### src/sv/csu_pkg.sv
// Shared types and constants for the comment stripper unit.
// Holds the lexer mode and held-prefix codes, byte constants and the burst record.
// No dependencies.
package csu_pkg;

	localparam int LINE_BITS_DEF   = 20;
	localparam int COLUMN_BITS_DEF = 16;

	// A single input item yields at most three results.
	localparam int BURST_DEPTH = 3;

	localparam logic [7:0] CH_SLASH  = 8'h2F;
	localparam logic [7:0] CH_STAR   = 8'h2A;
	localparam logic [7:0] CH_DQUOTE = 8'h22;
	localparam logic [7:0] CH_SQUOTE = 8'h27;
	localparam logic [7:0] CH_BSL    = 8'h5C;
	localparam logic [7:0] CH_LF     = 8'h0A;
	localparam logic [7:0] CH_CR     = 8'h0D;

	typedef enum logic [2:0] {
		MODE_NORMAL,
		MODE_LINE,
		MODE_BLOCK,
		MODE_STRING,
		MODE_CHAR
	} mode_t;

	typedef enum logic [2:0] {
		HOLD_NONE,
		HOLD_SLASH,
		HOLD_STAR,
		HOLD_BSL,
		HOLD_BSL_CR
	} hold_t;

	// Results of one item: count entries, the last one is a status entry when status is set.
	typedef struct packed {
		logic [1:0]                  count;
		logic [BURST_DEPTH-1:0][7:0] bytes;
		logic                        status;
		logic                        open_err;
	} burst_t;

endpackage

### src/sv/c_comment_stripper_unit.sv
// Top level of the comment stripper: input register, lexer step and result register.
// Depends on csu_pkg, csu_lexer and csu_burst.
//
//  channel  | handshake                  | payload
//  ---------+----------------------------+-------------------------------------------
//  text     | text_valid / text_stall    | text_byte, end_of_text
//  result   | result_valid / result_stall| out_byte, byte_valid, run_last,
//           |                            | open_comment_error, error_line, error_column
//
// An item waits in the input register until the result register is free; the lexer step
// then loads its results into the result register, from which the first result shows.
// An item with no results leaves the input side free; one with n results holds the result
// register, and thereby the input, for n transfers.
// Reset puts the lexer in normal mode with nothing held, at line 1, column 1.
// A stall on the result side backs up into text_stall once the input register is full.
module c_comment_stripper_unit #(
	parameter int LINE_BITS   = csu_pkg::LINE_BITS_DEF,
	parameter int COLUMN_BITS = csu_pkg::COLUMN_BITS_DEF
) (
	input  logic                   clk,
	input  logic                   arst_n,
	input  logic                   text_valid,
	output logic                   text_stall,
	input  logic [7:0]             text_byte,
	input  logic                   end_of_text,
	output logic                   result_valid,
	input  logic                   result_stall,
	output logic [7:0]             out_byte,
	output logic                   byte_valid,
	output logic                   run_last,
	output logic                   open_comment_error,
	output logic [LINE_BITS-1:0]   error_line,
	output logic [COLUMN_BITS-1:0] error_column
);
	import csu_pkg::*;

	logic                   valid_s1;
	logic [7:0]             text_byte_s1;
	logic                   end_of_text_s1;
	logic                   free;
	logic                   advance;
	logic                   accept;
	burst_t                 burst;
	logic [LINE_BITS-1:0]   status_line;
	logic [COLUMN_BITS-1:0] status_column;

	assign advance    = valid_s1 && free;
	assign text_stall = valid_s1 && !free;
	assign accept     = text_valid && !text_stall;

	always_ff @(posedge clk or negedge arst_n) begin
		if (!arst_n) begin
			valid_s1 <= 1'b0;
		end else if (accept) begin
			valid_s1 <= 1'b1;
		end else if (advance) begin
			valid_s1 <= 1'b0;
		end
	end

	always_ff @(posedge clk) begin
		if (accept) begin
			text_byte_s1   <= text_byte;
			end_of_text_s1 <= end_of_text;
		end
	end

	csu_lexer #(
		.LINE_BITS   (LINE_BITS),
		.COLUMN_BITS (COLUMN_BITS)
	) u_lexer (
		.clk           (clk),
		.arst_n        (arst_n),
		.step          (advance),
		.text_byte     (text_byte_s1),
		.end_of_text   (end_of_text_s1),
		.burst         (burst),
		.status_line   (status_line),
		.status_column (status_column)
	);

	csu_burst #(
		.LINE_BITS   (LINE_BITS),
		.COLUMN_BITS (COLUMN_BITS)
	) u_burst (
		.clk                (clk),
		.arst_n             (arst_n),
		.load               (advance),
		.burst              (burst),
		.status_line        (status_line),
		.status_column      (status_column),
		.result_stall       (result_stall),
		.free               (free),
		.result_valid       (result_valid),
		.out_byte           (out_byte),
		.byte_valid         (byte_valid),
		.run_last           (run_last),
		.open_comment_error (open_comment_error),
		.error_line         (error_line),
		.error_column       (error_column)
	);

`ifndef ASSERT_OFF
	// The input side only stalls while an item waits in the input register.
	a_stall_needs_item: assert property (@(posedge clk) disable iff (!arst_n)
		text_stall |-> valid_s1)
		else $error("text_stall raised with an empty input register");

	// The end status always closes its item's run of results.
	a_status_is_last: assert property (@(posedge clk) disable iff (!arst_n)
		(result_valid && !byte_valid) |-> run_last)
		else $error("status result not marked as the last of its item");

	// Line numbers start at one, so a reported line is never zero.
	a_status_line: assert property (@(posedge clk) disable iff (!arst_n)
		(result_valid && !byte_valid) |-> (error_line != '0 && error_column != '0))
		else $error("status result carries a zero line or column");

	// A kept byte never carries status information.
	a_byte_clean: assert property (@(posedge clk) disable iff (!arst_n)
		(result_valid && byte_valid) |-> (!open_comment_error && error_line == '0))
		else $error("byte result carries status fields");
`endif

endmodule

### src/sv/csu_lexer.sv
// Lexer state and the combinational step that turns one input item into a burst.
// Depends on csu_pkg for modes, held-prefix codes, byte constants and burst_t.
module csu_lexer #(
	parameter int LINE_BITS   = csu_pkg::LINE_BITS_DEF,
	parameter int COLUMN_BITS = csu_pkg::COLUMN_BITS_DEF
) (
	input  logic                   clk,
	input  logic                   arst_n,
	input  logic                   step,
	input  logic [7:0]             text_byte,
	input  logic                   end_of_text,
	output csu_pkg::burst_t        burst,
	output logic [LINE_BITS-1:0]   status_line,
	output logic [COLUMN_BITS-1:0] status_column
);
	import csu_pkg::*;

	typedef struct packed {
		hold_t hold;
		mode_t mode;
		logic  emit;
		logic  inc;
		logic  nl;
	} fresh_t;

	// Handling of a byte when nothing is held in front of it.
	function automatic fresh_t fresh_f(input mode_t m, input logic [7:0] c);
		fresh_t r;
		r.hold = HOLD_NONE;
		r.mode = m;
		r.emit = 1'b0;
		r.inc  = 1'b0;
		r.nl   = 1'b0;
		if (c == CH_BSL) begin
			r.hold = HOLD_BSL;
		end else begin
			case (m)
				MODE_NORMAL: begin
					if (c == CH_SLASH) begin
						r.hold = HOLD_SLASH;
					end else begin
						r.emit = 1'b1;
						if (c == CH_DQUOTE) begin
							r.mode = MODE_STRING;
						end else if (c == CH_SQUOTE) begin
							r.mode = MODE_CHAR;
						end
						r.nl  = (c == CH_LF);
						r.inc = (c != CH_LF);
					end
				end
				MODE_LINE: begin
					if (c == CH_LF) begin
						r.emit = 1'b1;
						r.mode = MODE_NORMAL;
						r.nl   = 1'b1;
					end else begin
						r.inc = 1'b1;
					end
				end
				MODE_BLOCK: begin
					if (c == CH_STAR) begin
						r.hold = HOLD_STAR;
					end else begin
						r.nl  = (c == CH_LF);
						r.inc = (c != CH_LF);
					end
				end
				MODE_STRING, MODE_CHAR: begin
					r.emit = 1'b1;
					if ((m == MODE_STRING && c == CH_DQUOTE) ||
					    (m == MODE_CHAR && c == CH_SQUOTE)) begin
						r.mode = MODE_NORMAL;
						r.inc  = 1'b1;
					end else begin
						r.nl  = (c == CH_LF);
						r.inc = (c != CH_LF);
					end
				end
				default: begin
				end
			endcase
		end
		return r;
	endfunction

	localparam logic [LINE_BITS-1:0]   LINE_MAX = {LINE_BITS{1'b1}};
	localparam logic [COLUMN_BITS+1:0] COL_MAX  = {2'b00, {COLUMN_BITS{1'b1}}};

	mode_t                   mode_q;
	hold_t                   hold_q;
	logic [LINE_BITS-1:0]    line_q;
	logic [COLUMN_BITS-1:0]  col_q;

	mode_t                   mode_n;
	hold_t                   hold_n;
	logic [LINE_BITS-1:0]    line_n;
	logic [COLUMN_BITS-1:0]  col_n;
	fresh_t                  fr;
	logic                    use_fresh;
	logic                    keeps;
	logic                    lit;
	logic [1:0]              pc;
	logic [7:0]              pb0;
	logic [7:0]              pb1;
	logic [1:0]              pinc;
	logic                    nl_pre;
	logic                    fe;
	logic                    finc;
	logic                    nl;
	logic [1:0]              inc_total;
	logic [COLUMN_BITS+1:0]  col_sum;
	logic [COLUMN_BITS-1:0]  col_sat;

	always_comb begin
		fr        = fresh_f(mode_q, text_byte);
		keeps     = (mode_q == MODE_NORMAL) || (mode_q == MODE_STRING) ||
		            (mode_q == MODE_CHAR);
		lit       = (mode_q == MODE_STRING) || (mode_q == MODE_CHAR);
		use_fresh = 1'b0;
		pc        = 2'd0;
		pb0       = CH_BSL;
		pb1       = CH_CR;
		pinc      = 2'd0;
		nl_pre    = 1'b0;
		mode_n    = mode_q;
		hold_n    = HOLD_NONE;
		if (end_of_text) begin
			// Flush whatever is held as if the text ended here.
			case (hold_q)
				HOLD_SLASH: begin
					pc   = 2'd1;
					pb0  = CH_SLASH;
					pinc = 2'd1;
				end
				HOLD_STAR: begin
					pinc = 2'd1;
				end
				HOLD_BSL: begin
					if (keeps) begin
						pc = 2'd1;
					end
					pinc = 2'd1;
				end
				HOLD_BSL_CR: begin
					if (keeps) begin
						pc = 2'd2;
					end
					pinc = 2'd2;
				end
				default: begin
				end
			endcase
		end else begin
			case (hold_q)
				HOLD_BSL: begin
					if (text_byte == CH_LF) begin
						nl_pre = 1'b1;
					end else if (text_byte == CH_CR) begin
						hold_n = HOLD_BSL_CR;
					end else if (lit) begin
						// Escape pair: both bytes kept, the literal stays open.
						pc   = 2'd2;
						pb1  = text_byte;
						pinc = 2'd2;
					end else begin
						if (mode_q == MODE_NORMAL) begin
							pc = 2'd1;
						end
						pinc      = 2'd1;
						use_fresh = 1'b1;
					end
				end
				HOLD_BSL_CR: begin
					if (text_byte == CH_LF) begin
						nl_pre = 1'b1;
					end else begin
						if (keeps) begin
							pc = 2'd2;
						end
						pinc      = 2'd2;
						use_fresh = 1'b1;
					end
				end
				HOLD_SLASH: begin
					if (text_byte == CH_SLASH) begin
						mode_n = MODE_LINE;
						pinc   = 2'd2;
					end else if (text_byte == CH_STAR) begin
						mode_n = MODE_BLOCK;
						pinc   = 2'd2;
					end else begin
						pc        = 2'd1;
						pb0       = CH_SLASH;
						pinc      = 2'd1;
						use_fresh = 1'b1;
					end
				end
				HOLD_STAR: begin
					if (text_byte == CH_SLASH) begin
						mode_n = MODE_NORMAL;
						pinc   = 2'd2;
					end else begin
						pinc      = 2'd1;
						use_fresh = 1'b1;
					end
				end
				default: begin
					use_fresh = 1'b1;
				end
			endcase
		end

		fe   = 1'b0;
		finc = 1'b0;
		nl   = nl_pre;
		if (use_fresh) begin
			hold_n = fr.hold;
			mode_n = fr.mode;
			fe     = fr.emit;
			finc   = fr.inc;
			nl     = nl_pre | fr.nl;
		end

		inc_total = pinc + {1'b0, finc};
		col_sum   = {2'b00, col_q} + {{COLUMN_BITS{1'b0}}, inc_total};
		col_sat   = (col_sum > COL_MAX) ? {COLUMN_BITS{1'b1}} : col_sum[COLUMN_BITS-1:0];

		if (nl) begin
			col_n  = COLUMN_BITS'(1);
			line_n = (line_q != LINE_MAX) ? line_q + LINE_BITS'(1) : line_q;
		end else begin
			col_n  = col_sat;
			line_n = line_q;
		end

		burst.count    = end_of_text ? pc + 2'd1 : pc + {1'b0, fe};
		burst.bytes[0] = (pc != 2'd0) ? pb0 : text_byte;
		burst.bytes[1] = (pc == 2'd2) ? pb1 : text_byte;
		burst.bytes[2] = text_byte;
		burst.status   = end_of_text;
		burst.open_err = (mode_q == MODE_BLOCK);
		status_line    = line_q;
		status_column  = col_sat;
	end

	always_ff @(posedge clk or negedge arst_n) begin
		if (!arst_n) begin
			mode_q <= MODE_NORMAL;
			hold_q <= HOLD_NONE;
			line_q <= LINE_BITS'(1);
			col_q  <= COLUMN_BITS'(1);
		end else if (step) begin
			if (end_of_text) begin
				mode_q <= MODE_NORMAL;
				hold_q <= HOLD_NONE;
				line_q <= LINE_BITS'(1);
				col_q  <= COLUMN_BITS'(1);
			end else begin
				mode_q <= mode_n;
				hold_q <= hold_n;
				line_q <= line_n;
				col_q  <= col_n;
			end
		end
	end

endmodule

### src/sv/csu_burst.sv
// Result register that holds one item's burst and hands it out one result per transfer.
// Depends on csu_pkg for burst_t.
module csu_burst #(
	parameter int LINE_BITS   = csu_pkg::LINE_BITS_DEF,
	parameter int COLUMN_BITS = csu_pkg::COLUMN_BITS_DEF
) (
	input  logic                   clk,
	input  logic                   arst_n,
	input  logic                   load,
	input  csu_pkg::burst_t        burst,
	input  logic [LINE_BITS-1:0]   status_line,
	input  logic [COLUMN_BITS-1:0] status_column,
	input  logic                   result_stall,
	output logic                   free,
	output logic                   result_valid,
	output logic [7:0]             out_byte,
	output logic                   byte_valid,
	output logic                   run_last,
	output logic                   open_comment_error,
	output logic [LINE_BITS-1:0]   error_line,
	output logic [COLUMN_BITS-1:0] error_column
);
	import csu_pkg::*;

	logic [1:0]                  cnt_q;
	logic [1:0]                  pos_q;
	logic [BURST_DEPTH-1:0][7:0] bytes_q;
	logic                        status_q;
	logic                        err_q;
	logic [LINE_BITS-1:0]        line_q;
	logic [COLUMN_BITS-1:0]      col_q;

	logic last;
	logic take;
	logic is_stat;

	always_comb begin
		result_valid       = (cnt_q != 2'd0);
		last               = (pos_q == cnt_q - 2'd1);
		take               = result_valid && !result_stall;
		free               = !result_valid || (take && last);
		is_stat            = status_q && last;
		out_byte           = is_stat ? 8'd0 : bytes_q[pos_q];
		byte_valid         = !is_stat;
		run_last           = last;
		open_comment_error = is_stat && err_q;
		error_line         = is_stat ? line_q : '0;
		error_column       = is_stat ? col_q : '0;
	end

	always_ff @(posedge clk or negedge arst_n) begin
		if (!arst_n) begin
			cnt_q <= 2'd0;
			pos_q <= 2'd0;
		end else if (load) begin
			cnt_q <= burst.count;
			pos_q <= 2'd0;
		end else if (take) begin
			if (last) begin
				cnt_q <= 2'd0;
				pos_q <= 2'd0;
			end else begin
				pos_q <= pos_q + 2'd1;
			end
		end
	end

	always_ff @(posedge clk) begin
		if (load) begin
			bytes_q  <= burst.bytes;
			status_q <= burst.status;
			err_q    <= burst.open_err;
			line_q   <= status_line;
			col_q    <= status_column;
		end
	end

endmodule

### config.mk
export PLATFORM = sky130hd
export DESIGN_NAME = c_comment_stripper_unit
export DESIGN_NICKNAME = d
export VERILOG_FILES = /design/src/sv/csu_pkg.sv /design/src/sv/c_comment_stripper_unit.sv /design/src/sv/csu_lexer.sv /design/src/sv/csu_burst.sv
export SDC_FILE = /design/constraint.sdc
export NUM_CORES = 1
export LEC_CHECK = 0
export ABC_AREA = 1
export BUFFER_PORTS_ARGS = -buffer_cell sky130_fd_sc_hd__buf_2
export CELL_PAD_IN_SITES_DETAIL_PLACEMENT = 0
export CELL_PAD_IN_SITES_GLOBAL_PLACEMENT = 1
export CORE_ASPECT_RATIO = 1.4
export CORE_MARGIN = 3
export CORE_UTILIZATION = 35
export CTS_BUF_LIST = sky130_fd_sc_hd__clkbuf_8 sky130_fd_sc_hd__clkbuf_16
export DETAILED_ROUTE_END_ITERATION = 8
export GPL_ROUTABILITY_DRIVEN = 1
export GPL_TIMING_DRIVEN = 0
export PLACE_DENSITY_LB_ADDON = 0.1
export SKIP_LAST_GASP = 1
export SLEW_MARGIN = 20
export SYNTH_ARGS = -nofsm -noshare
export SYNTH_HDL_FRONTEND = slang
export SYNTH_HIERARCHICAL = 1
export SYNTH_SLANG_ARGS = --single-unit
### constraint.sdc
create_clock -name clk -period 6.1 [get_ports clk]
set_clock_uncertainty 0.05 [all_clocks]
set_input_delay 1.22 -clock clk [delete_from_list [all_inputs] [get_ports clk]]
set_output_delay 1.22 -clock clk [all_outputs]
set_load 0.01 [all_outputs]
### Word level (Yosys, flattened, before mapping)

Index checks and enable logic that the tools add are counted.

* muxes and demuxes: 95
* bitwise gates (word level): 1
* order comparisons: 2
* add/sub/neg operators: 7
* equal/unequal tests: 27
* reductions and logical operators: 34

Operator list (number)
* 8-bit 2-to-1 mux: 12
* 20-bit 2-to-1 mux: 4
* 16-bit 2-to-1 mux: 4
* 2-bit 2-to-1 mux: 25
* 3-bit 2-to-1 mux: 13
* 8-bit by 6-bit equality test with 1-bit output, second input constant: 4
* 1-bit 2-to-1 mux: 22
* 20-bit by 1-bit adder with 20-bit output, second input constant: 1
* 20-bit != test, second input constant: 1
* 18-bit by 16-bit > comparator with 1-bit output, second input constant: 1
* 16-bit by 2-bit adder with 17-bit output: 1
* 8-bit binary-select mux with 2-bit select: 1
* 8-bit by 4-bit equality test with 1-bit output, second input constant: 2
* 2-bit case mux with 4 select lines: 2
* 7-bit 2-to-1 mux: 2
* 2-bit nonzero test: 7
* 3-bit by 2-bit equality test with 1-bit output, second input constant: 4
* 6-bit 2-to-1 mux: 2
* 4-bit != test, second input constant: 3
* 2-bit case mux with 3 select lines: 2
* 4-bit case mux with 3 select lines: 1
* 5-bit != test, second input constant: 2
* 10-bit AND reduction: 1
* 1-bit logical AND: 9
* other kinds (26): 40

* output and inout bits: 49
* bits in registers: 118
* input bits: 13

### Depth between registers and ports, before layout

Gate-level depths: netlist of the first run.

* depth in word-level cells: 14
* gate-level depth with buffers: 25
* gate-level depth less buffers: 25

### Hierarchy

Netlist of the first run, hierarchy kept.

By module, submodules not included
* csu_lexer: cells each 543, instances 1, area an instance 3602.2 sq um, sequential area each 1053.5 sq um
* csu_burst: cells each 230, instances 1, area an instance 2783.9 sq um, sequential area each 1961.9 sq um
* c_comment_stripper_unit: cells each 18, instances 1, area an instance 335.3 sq um, sequential area each 295.3 sq um

### Worst setup path before layout of the first run

Ideal clock, no wire load.

* path type: input to register
* start: in result_stall
* end: reg u_lexer.col_q[10]
* stages on the path: 7
* setup time: 0.124 ns
* setup slack: 2.002 ns
* data arrival time: 3.924 ns
* required time: 5.926 ns
* cells stage by stage: o21ai_0 > nand2_1 > inv_1 > clkbuf_1 > clkbuf_1 > nor2_1 > o21bai_2

* longest elaborated chain between the ends: 5

Ends and longest elaborated chain
* from (decl): line c_comment_stripper_unit.sv:27 `input logic result_stall,`
* 1-bit logical NOT: line csu_burst.sv:40 `take = result_valid && !result_stall;`
* 1-bit logical AND: line csu_burst.sv:40
* 1-bit logical AND: line csu_burst.sv:41 `free = !result_valid || (take && last);`
* 1-bit logical OR: line csu_burst.sv:41
* 1-bit logical AND: line c_comment_stripper_unit.sv:47 `assign advance = valid_s1 && free;`
* named net advance: line c_comment_stripper_unit.sv:41 `logic advance;`
* to (signal assigned): line csu_lexer.sv:263 `col_q <= col_n;`
* to (decl): line csu_lexer.sv:93 `logic [COLUMN_BITS-1:0] col_q;`

The timed path passes the listed nets, and every way through them passes these cells.
A chain may end at the register's enable or synchronous reset.

### Final worst setup path of the first run

* start: reg text_byte_s1[0]
* end: reg u_lexer.col_q[4]

* longest elaborated chain between the ends: 13
* elaborated cells on any way between the ends: 45
* classes of those cells: add/sub (2); order compare (1); eq/ne (8); mux (30); bitwise (1); reduce/logical (3)

Ends and longest elaborated chain
* from (decl): line c_comment_stripper_unit.sv:38 `logic [7:0] text_byte_s1;`
* from (signal assigned): line c_comment_stripper_unit.sv:63 `text_byte_s1 <= text_byte;`
* 8-bit by 6-bit equality test with 1-bit output, on equally long branches: line csu_lexer.sv:71, csu_lexer.sv:72
* 1-bit logical AND, on equally long branches: line csu_lexer.sv:71, csu_lexer.sv:72
* 1-bit logical OR: line csu_lexer.sv:71 `if ((m == MODE_STRING && c == CH_DQUOTE) ||`
* 1-bit 2-to-1 mux: line csu_lexer.sv:71
* 2-bit case mux with 4 select lines: line csu_lexer.sv:37 `case (m)`
* 6-bit 2-to-1 mux: line csu_lexer.sv:34 `if (c == CH_BSL) begin`
* 1-bit 2-to-1 mux: line csu_lexer.sv:217 `if (use_fresh) begin`
* 2-bit by 1-bit adder with 2-bit output (*): line csu_lexer.sv:225 `inc_total = pinc + {1'b0, finc};`
* 16-bit by 2-bit adder with 17-bit output (*): line csu_lexer.sv:226 `col_sum = {2'b00, col_q} + {{COLUMN_BITS{1'b0}}, inc_total};`
* 18-bit by 16-bit > comparator with 1-bit output: line csu_lexer.sv:227 `col_sat = (col_sum > COL_MAX) ? {COLUMN_BITS{1'b1}} : col_sum[COLUMN_BITS-1:0];`
* 16-bit 2-to-1 mux (*): line csu_lexer.sv:227
* named net status_column[4]: line c_comment_stripper_unit.sv:45 `logic [COLUMN_BITS-1:0] status_column;`
* 16-bit 2-to-1 mux (*): line csu_lexer.sv:229 `if (nl) begin`
* 16-bit 2-to-1 mux (*): line csu_lexer.sv:254 `if (end_of_text) begin`

The timed path passes the listed nets; every way through them passes the cells marked *. The select of a mux whose other input is x is not followed.

==> results of run 1 <==
## critical path, delay by kind of cell, from the launching register on
family,cells,cell delay (ns)
simple gates,15,2.24
compound gates,1,0.14
fa+ha+maj,2,0.71
flops,1,0.47
buf+inv,4,0.43
xor+xnor,1,0.10
## registers in the layout, summed over array words and instances (netlist names)
name,flops
end_of_text_s1,1
u_burst/line_q,20
u_burst/cnt_q,2
u_lexer/hold_q,3
valid_s1,1
text_byte_s1,8
u_burst/status_q,1
u_lexer/mode_q,3
u_lexer/col_q,16
u_burst/bytes_q,24
u_lexer/status_line,20
u_burst/col_q,16
u_burst/pos_q,2
u_burst/err_q,1
## Yosys cell counts, drive strengths merged
master  instances
nand2         170
inv           142
nor2          122
edfxtp         71
nand3          62
dfrtp          45
o21ai          45
buf            27
nor3           21
a21oi          15
o21bai         15
xor2           13
nand4          12
ha              6
o21a            5
xnor2           5
clkbuf          3
nor3b           3
dfstp           2
a22oi           1
fa              1
nand3b          1
nor4            1
o22ai           1
o31ai           1
o41ai           1
## power breakdown
group,total (W),switching [W],internal [W]
Combinational,0.00160,0.00107,0.000525
Sequential,0.00134,0.000115,0.00123
Clock,0.00110,0.000354,0.000744
Total,0.00404,0.00154,0.00250
## worst min-delay path by stage
stage,from,to,slack (ns)
2_1_floorplan,u_burst/cnt_q[1]$_DFFE_PN0P_,u_burst/cnt_q[1]$_DFFE_PN0P_,0.39
3_3_place_gp,u_lexer/col_q[0]$_DFFE_PN1P_,u_lexer/col_q[0]$_DFFE_PN1P_,0.41
3_5_place_dp,u_lexer/hold_q[2]$_DFFE_PN0P_,u_lexer/hold_q[2]$_DFFE_PN0P_,0.42
4_1_cts,u_lexer/col_q[0]$_DFFE_PN1P_,u_lexer/col_q[0]$_DFFE_PN1P_,0.43
5_1_grt,u_lexer/col_q[0]$_DFFE_PN1P_,u_lexer/col_q[0]$_DFFE_PN1P_,0.44
6_report,u_lexer/col_q[0]$_DFFE_PN1P_,u_lexer/col_q[0]$_DFFE_PN1P_,0.42
## logic make-up after synthesis
group                      synth area share [%]
buffers and inverters                      11.2
adders and majority gates                  1.41
AOI/OAI and AO/OA                          7.87
xor gates and xnor gates                   2.35
and+or+nand+nor                            27.9
DFF                                        49.3
## metrics by stage
stage / hold WS, ns / setup WS, ns
2_1_floorplan: 0.392 / 2.00
3_3_place_gp: 0.412 / 0.745
3_5_place_dp: 0.418 / 1.85
4_1_cts: 0.428 / 1.83
5_1_grt: 0.443 / 1.43
6_report: 0.424 / 1.86
## area by class of cell
class                      instances  area (um^2)  share of cell area, %
multi-input combinational        501         2660                   33.1
timing repair buffer              62          335                   4.18
tap                              244          305                   3.81
clock inverter                    13          203                   2.53
buffer                            30          218                   2.71
clock buffer                      19          453                   5.65
inverter                         142          538                   6.71
sequential                       118         3310                   41.3
## layer usage
metal  vias to the layer above  track usage [%]  share of wire, %
li1                       2675                -                 -
met1                      2478             18.2                42
met2                        90             30.1                54
met3                        17             2.99               2.7
met4                         0             5.30               1.5
met5                         -                0                 0
==> results.md, run 1 <==
- In this run the static leakage power is ~3.9 nW.
- The worst hold path cell count is 2.
- The number of register bits inferred by synthesis is 118.
- The area growth from synthesis to layout is 19.3%.
- Setup repair after global routing left no endpoint under its margin.
- In this run the horizontal extent of the chip is around 120 um.
- The total clock sinks is between 100 and 150.
- The area enclosed by the die boundary is 0.0209 mm^2.
- In this run the vertical extent of the chip is approximately 170 um.
- The number of gates resized after cts is 0.
- With fillers left out, the area of the finished cells amounts to roughly 0.0080 mm^2.
- The detail route stage leaves a number of antenna-violating nets equal to 0.
- The flow ran to the end, and the final reports show no timing, DRC or antenna violations.
- The number of antenna violations at the first check in global routing is 0.
- The clock root buffer is clkbuf_16.
- The capturing element type of the critical path is a flip-flop.
- For the pin with the worst max-slew slack, the measured transition is roughly 0.7 ns.
- The total number of H-tree levels is 4.
- The routed wire length is between 15 and 20 mm.
- The number of filler instances in the final layout is 1,931.
- Of all cell types, the one taking the most synthesized area is edfxtp_1.
- The placed instance area is approximately 0.0074 mm^2.
- After the last flow step, the layout net total stands at between 800 and 900.
- The worst-case headroom to the max-slew limit is 52.5%.
- The launching element of the worst setup path is text_byte_s1[0]$_DFFE_PP_.
- Dividing total power by cell area gives a power density of between 500 and 600 mW/mm^2.
- The worst path uses 69.5% of the clock period.
- The startpoint class of the critical path is a flip-flop.
- The mapped cell area is a little under 0.007 mm^2.
- Detailed placement finished with a half-perimeter wire length of approximately 12 mm.
- The number of DRC violations after detailed-routing iteration 0 is between 200 and 250.
- On the critical path, the stage with the largest delay is an instance of edfxtp_1.
- The number of buffers created by CTS is 17.
- The count of buffers added by post-CTS timing repair for setup is 0.
- After detailed routing, the number of vias per cell comes to 4.66.
- The CTS tree is yes.
- The end of the worst register-to-register path is u_lexer/col_q[4]$_DFFE_PN0P_.
- Ranked by total cell area, the synthesized netlist is headed by edfxtp_1 (32%), dfrtp_1 (17%), nand2_1 (8.9%), inv_1 (7.1%), nor2_1 (4.4%).
- Overall power consumption after layout is estimated at between 0.004 and 0.005 W.
- Setup violations remaining at the end of the flow were counted as 0.
- The class of the tightest hold or removal check is flip-flop to flip-flop.
- The via count of the first global-routing pass is about 5,400.
- The largest net degree at the start of global routing is 48.
- In the routed design, unresolved DRC markers number 0.
- The number of top-level pins is 62.
- The final hold violation count is 0.
- During synthesis, Yosys emitted a total of 6 warnings.
- The clock passes through at most 2 buffers.
- Leaving out fill and tap cells, the most frequent cells in the layout are nand2_1 (159), inv_1 (128), nor2_1 (79).
- The most common library cell in the layout ignoring fill and taps is nand2_1.
- The finished layout holds between 1,000 and 1,500 standard cells, fillers aside.
- The worst register-to-register path has a depth of 23.
- The largest stage delay on the critical path is ~0.47 ns.
- The cell that appears most often on the critical path is nand2_1.
- For the worst setup path, the data required time is 6.38 ns.
- The number of antenna diodes is 0.
- Each instance of the synthesized netlist takes up on average 8.50 um^2.
- The detailed-routing iteration count for the pre-antenna-repair pass is 5.
- The peak supply drop is 0.225 mV.
- Measured on the finished design, the core utilization comes to about 43%.
- Along the worst path, the maximum fanout reaches 10.
- Of the synthesized area, sequential elements account for between 40% and 50%.
- The setup slack on the worst flop-to-flop path is around 1.9 ns.
- The critical path class is flip-flop to flip-flop.
- The number of standard cells after synthesis is ~790.
- The synthesized netlist contains between 40 and 50 unique library cells.
- The shortest period the worst path allows is roughly 4.2 ns.
- The floorplan step defined a core boundary enclosing around 0.019 mm^2.
- The congestion estimate from routability-driven global placement came to 0.848.
- The fraction of final layout cells sized beyond drive strength 1 is 24.2%.
- Dividing the detail-routed wire length by the instance count gives 14.1 um.
- The number of port buffers is about 60.
- For the final routed database, the setup TNS stands at 0 ns.
- The top cell type by area accounts for 31.7% of the synthesized area.
- The highest attainable clock frequency is about 240 MHz.
- The critical path goes through inv_2, nand2_1, nor2_4, nand2_4, nand2_1, nor2_2, nor2_4, nand2_4, nand2_1, nor3b_1, ha_1, xor2_1, fa_1, inv_1, nand2_1, nor3_2, nand2_1, nor2_1, nand3_1, buf_2, nand2_1, inv_1, o21bai_1.
- For this run, the total global-route usage over all layers was measured as ~16%.
- The critical path data arrival time is 4.52 ns.
- For this configuration, the core starts out at a cell density of approximately 36%.
- The number of cells after detailed placement is about 1,100.
- The later pin in the worst-skew pair is clocked with a latency of around 0.41 ns.
- Across the run, the number of max-cap violations was 0.
- The max-slew violation total from the final report is 0.
- Synthesis produced a netlist with a net count of a little over 800.
- The number of core rows is just under 60.
- The capture point of the worst path is u_lexer/col_q[4]$_DFFE_PN0P_.
- The remaining global-route overflow is 0.
- The routed layout has between 5,000 and 6,000 vias.
- Clock-pin slew was measured on the worst setup and hold paths at approximately 0.050 ns.
- The worst register-to-register path begins at text_byte_s1[0]$_DFFE_PP_.
- The hold buffer count at CTS is 0.
- The wire length of the first global-routing pass is around 26 mm.
Power figures use the tool's default switching activity.
==> run 2, diff against run 1 <==
==> constraint.sdc (replaced) <==
create_clock -name clk -period 3.4 [get_ports clk]
set_clock_uncertainty 0.05 [all_clocks]
set_input_delay 0.68 -clock clk [delete_from_list [all_inputs] [get_ports clk]]
set_output_delay 0.68 -clock clk [all_outputs]
set_load 0.01 [all_outputs]
==> results.md, run 2 (synthesis results as in run 1) <==
- The detailed router used layers up to and including met4.
- The max-cap check violation count is 0.
- The ratio of total power to cell area is about 870 mW/mm^2.
- The worst path uses 101% of the clock period.
- The number of buffers created by CTS is 17.
- The final hold violation count came to 0.
- Summed over all nets, wire length on met3 after detailed routing comes to ~500 um.
- The half-perimeter wire length after detailed placement is roughly 12 mm.
- Setup violations remaining at the end of the flow were counted as 10.
- The remaining global-route overflow is 0.
- The switching fraction of total power is between 30% and 40%.
- The critical path class is flip-flop to flip-flop.
- The net load switching power is a little under 0.003 W.
- The slowest cell on the critical path is dfrtp_1.
- The routed length on met1 is around 6.8 mm.
- After detailed routing, the average wire length per cell comes to ~14 um.
- Summing all placed instances gives a cell area of roughly 0.0074 mm^2.
- The routed wire length is ~17 mm.
- The number of antenna violations at the first check in global routing is 0.
- The largest stage delay on the critical path is between 0.4 and 0.5 ns.
- Setup repair after global routing could not meet its margin everywhere.
- The CTS tree is yes.
- The number of top-level pins is 62.
- The DRC violations left is 0.
- The standard cell core area is 0.0188 mm^2.
- Of all nets on the critical path, the largest fanout is 4.
- Once routing completed, OpenROAD measured the worst setup slack at -0.0509 ns.
- No sink is reached through more buffers than the 2 on the longest clock path.
- The total clock sinks is ~120.
- The number of buffers and inverters on the critical path is 5.
- For the worst setup path, the data arrival time is 3.58 ns.
- Cells fill between 40% and 50% of the core in the end.
- After clock tree synthesis, the clock-pin slew on the worst setup and hold paths is 0.05 ns.
- Hold repair after CTS inserted 0 buffers.
- The detailed-routing iteration count for the pre-antenna-repair pass is 4.
- The wire length of the first global-routing pass is roughly 27 mm.
- In this run, the combinational gates consume between 40 and 50% of the power.
- In this design, the critical path's most frequently occurring cell is nand2_4.
- The final RePlAce weighted congestion is 0.840.
- The worst register-to-register path has a depth of 24.
- The number of port buffers is 61.
- Derived from the worst setup path, the maximum achievable clock frequency is about 290 MHz.
- The checks that failed: negative setup slack.
- The total number of H-tree levels is 4.
- The register containing the most flip-flops in the final layout is u_burst/bytes_q.
- The internal portion of the total power is ~0.0047 W.
- The startpoint class of the critical path is a flip-flop.
- The min-delay analysis places its worst path in the category input port to async pin.
- The share of total power dissipated in the clock network is 24.7%.
- The detailed-routed wire length on met2 is approximately 9.4 mm.
- For this configuration, the core starts out at a cell density of a little over a third.
- The logic depth of the worst setup path including buffers is 24.
- The number of nets still failing antenna checks after routing is 0.
- The max-slew violation total from the final report is 0.
- The top cell types in the final layout, fill and taps aside, are nand2_1 (134), inv_1 (118), nor2_1 (71), edfxtp_1 (71), buf_2 (65).
- The final standard cell area without fillers is approximately 0.0087 mm^2.
- The via count of the first global-routing pass came to around 5,600.
- For the worst setup path, the data required time is 3.53 ns.
- At the pin with the least slew margin, the transition time is a little over 0.7 ns.
- IR analysis of the VDD net gives a maximum drop of a little under 0.5 mV.
- The number of standard cells in the layout, taps in and fillers out is around 1,200.
- The worst setup path is captured at a flip-flop.
- The run finished, with violations left.
- The number of DRC violations after detailed-routing iteration 0 is approximately 220.
- The largest net degree at the start of global routing is 48.
- The area growth from synthesis to layout is 30.1%.
- Headroom to the max-slew limit came out at 53.0%.
- The leakage power is ~4.2 nW.
- The floorplan step defined a die boundary enclosing about 0.021 mm^2.
- The worst path in the final design needs a cycle of 3.45 ns, including I/O delays and setup.
- Across every metal layer, demand over resource in global routing totals around 17%.
- The later-pin clock latency in the skew report is around 0.42 ns.
- The clock root buffer is clkbuf_16.
- After floorplanning, the core was divided into between 50 and 60 placement rows.
- After the last flow step, the layout net total stands at 937.
- The number of filler instances in the final layout is 1,895.
- The detailed router placed about 5,500 vias in this run.
- The die boundary width is between 100 and 150 um.
- Measured along the y axis, the die boundary spans 170 um.
- Leaving out fill and tap cells, the most frequent cell in the layout is nand2_1.
- The signal on the critical path passes through inv_2, nand2_4, nor2_1, nor2_2, nand2_2, nor2_4, nor2_4, nand2_4, nand2_4, nor3b_4, ha_4, ha_4, inv_2, fa_2, inv_2, nand2_4, nor3_4, nand3_1, nor2_1, nand2_1, nand2_1, inv_1, nor2_2, inv_1.
- The number of antenna diodes is 0.
- On the critical path the largest part of the delay comes from simple AND/OR/NAND/NOR gates.
- The number of cells after detailed placement is roughly 1,100.
- The sequential cell fraction of total power is between 30% and 40%.
- The per-cell via count in the routed design is roughly 4.7.
- The fraction of final layout cells sized beyond drive strength 1 is between 30% and 40%.
- The number of flip-flops in the largest register is 24.
==> run 2: changes by cell type in the layout (fill, tap and decap cells not counted), sizes merged <==
cell / before / now
clkinv: 3 / 5
clkinvlp: 3 / 5
inv: 144 / 142
buf: 89 / 135
bufinv: 5 / 4
clkbuf: 22 / 20
==> run 2: repair_timing <==
item	CTS	global route
buffers inserted	23	22
endpoints found under the setup margin	36	52
pin swaps	25	22
gates cloned	1	0
gates resized for setup	60	47
==> run 2: power groups by stage <==
stage	Sequential, W	Clock [W]	Combinational [W]
floorplan	0.00239	0	0.00205
global placement	0.00245	0	0.00283
detailed placement	0.00244	0	0.00297
CTS	0.00242	0.00194	0.00323
global route	0.00248	0.00201	0.00373
finish	0.00242	0.00189	0.00332
==> run 2: layout make-up <==
class                   instances  area [um^2]  area share, %
multi-input cells             501         3000           34.3
plain buffers                  28          224           2.56
clock buffers                  18          439           5.02
well taps                     244          305           3.49
inverters                     142          546           6.24
clock inverters                14          185           2.12
repair buffers                109          732           8.37
flip-flops and latches        118         3310           37.9
==> run 2: routing by layer <==
| metal | GRT usage (%) | vias to the layer above |
|---|---|---|
| li1 | - | 2772 |
| met1 | 18.8 | 2610 |
| met2 | 31.5 | 99 |
| met3 | 2.73 | 19 |
| met4 | 6.02 | 0 |
| met5 | 0 | - |
==> run 2: worst paths after layout <==
check                                               from                       endpoint  slack, ns
max                        u_lexer/mode_q[1]$_DFFE_PN0P_    u_burst/col_q[12]$_DFFE_PP_      -0.05
min                                               arst_n  u_lexer/col_q[12]$_DFFE_PN0P_       0.25
max reg2reg                u_lexer/mode_q[1]$_DFFE_PN0P_    u_burst/col_q[12]$_DFFE_PP_      -0.05
min reg2reg                 u_burst/cnt_q[1]$_DFFE_PN0P_   u_burst/cnt_q[1]$_DFFE_PN0P_       0.42
max in group asynchronous                         arst_n  u_lexer/mode_q[2]$_DFFE_PN0P_       2.54
min in group clk                            text_byte[7]      text_byte_s1[7]$_DFFE_PP_       0.40
==> run 2: stage by stage <==
step           worst slack, ns  power (W)  hold WS (ns)  TNS [ns]
2_1_floorplan          0.00795    0.00444         0.334         0
3_3_place_gp            -0.859    0.00528         0.412    -35.85
3_5_place_dp            -0.909    0.00541         0.414    -24.71
4_1_cts                 -0.172    0.00759         0.271     -3.77
5_1_grt                 -0.254    0.00822         0.288     -5.02
6_report               -0.0509    0.00763         0.252    -0.201
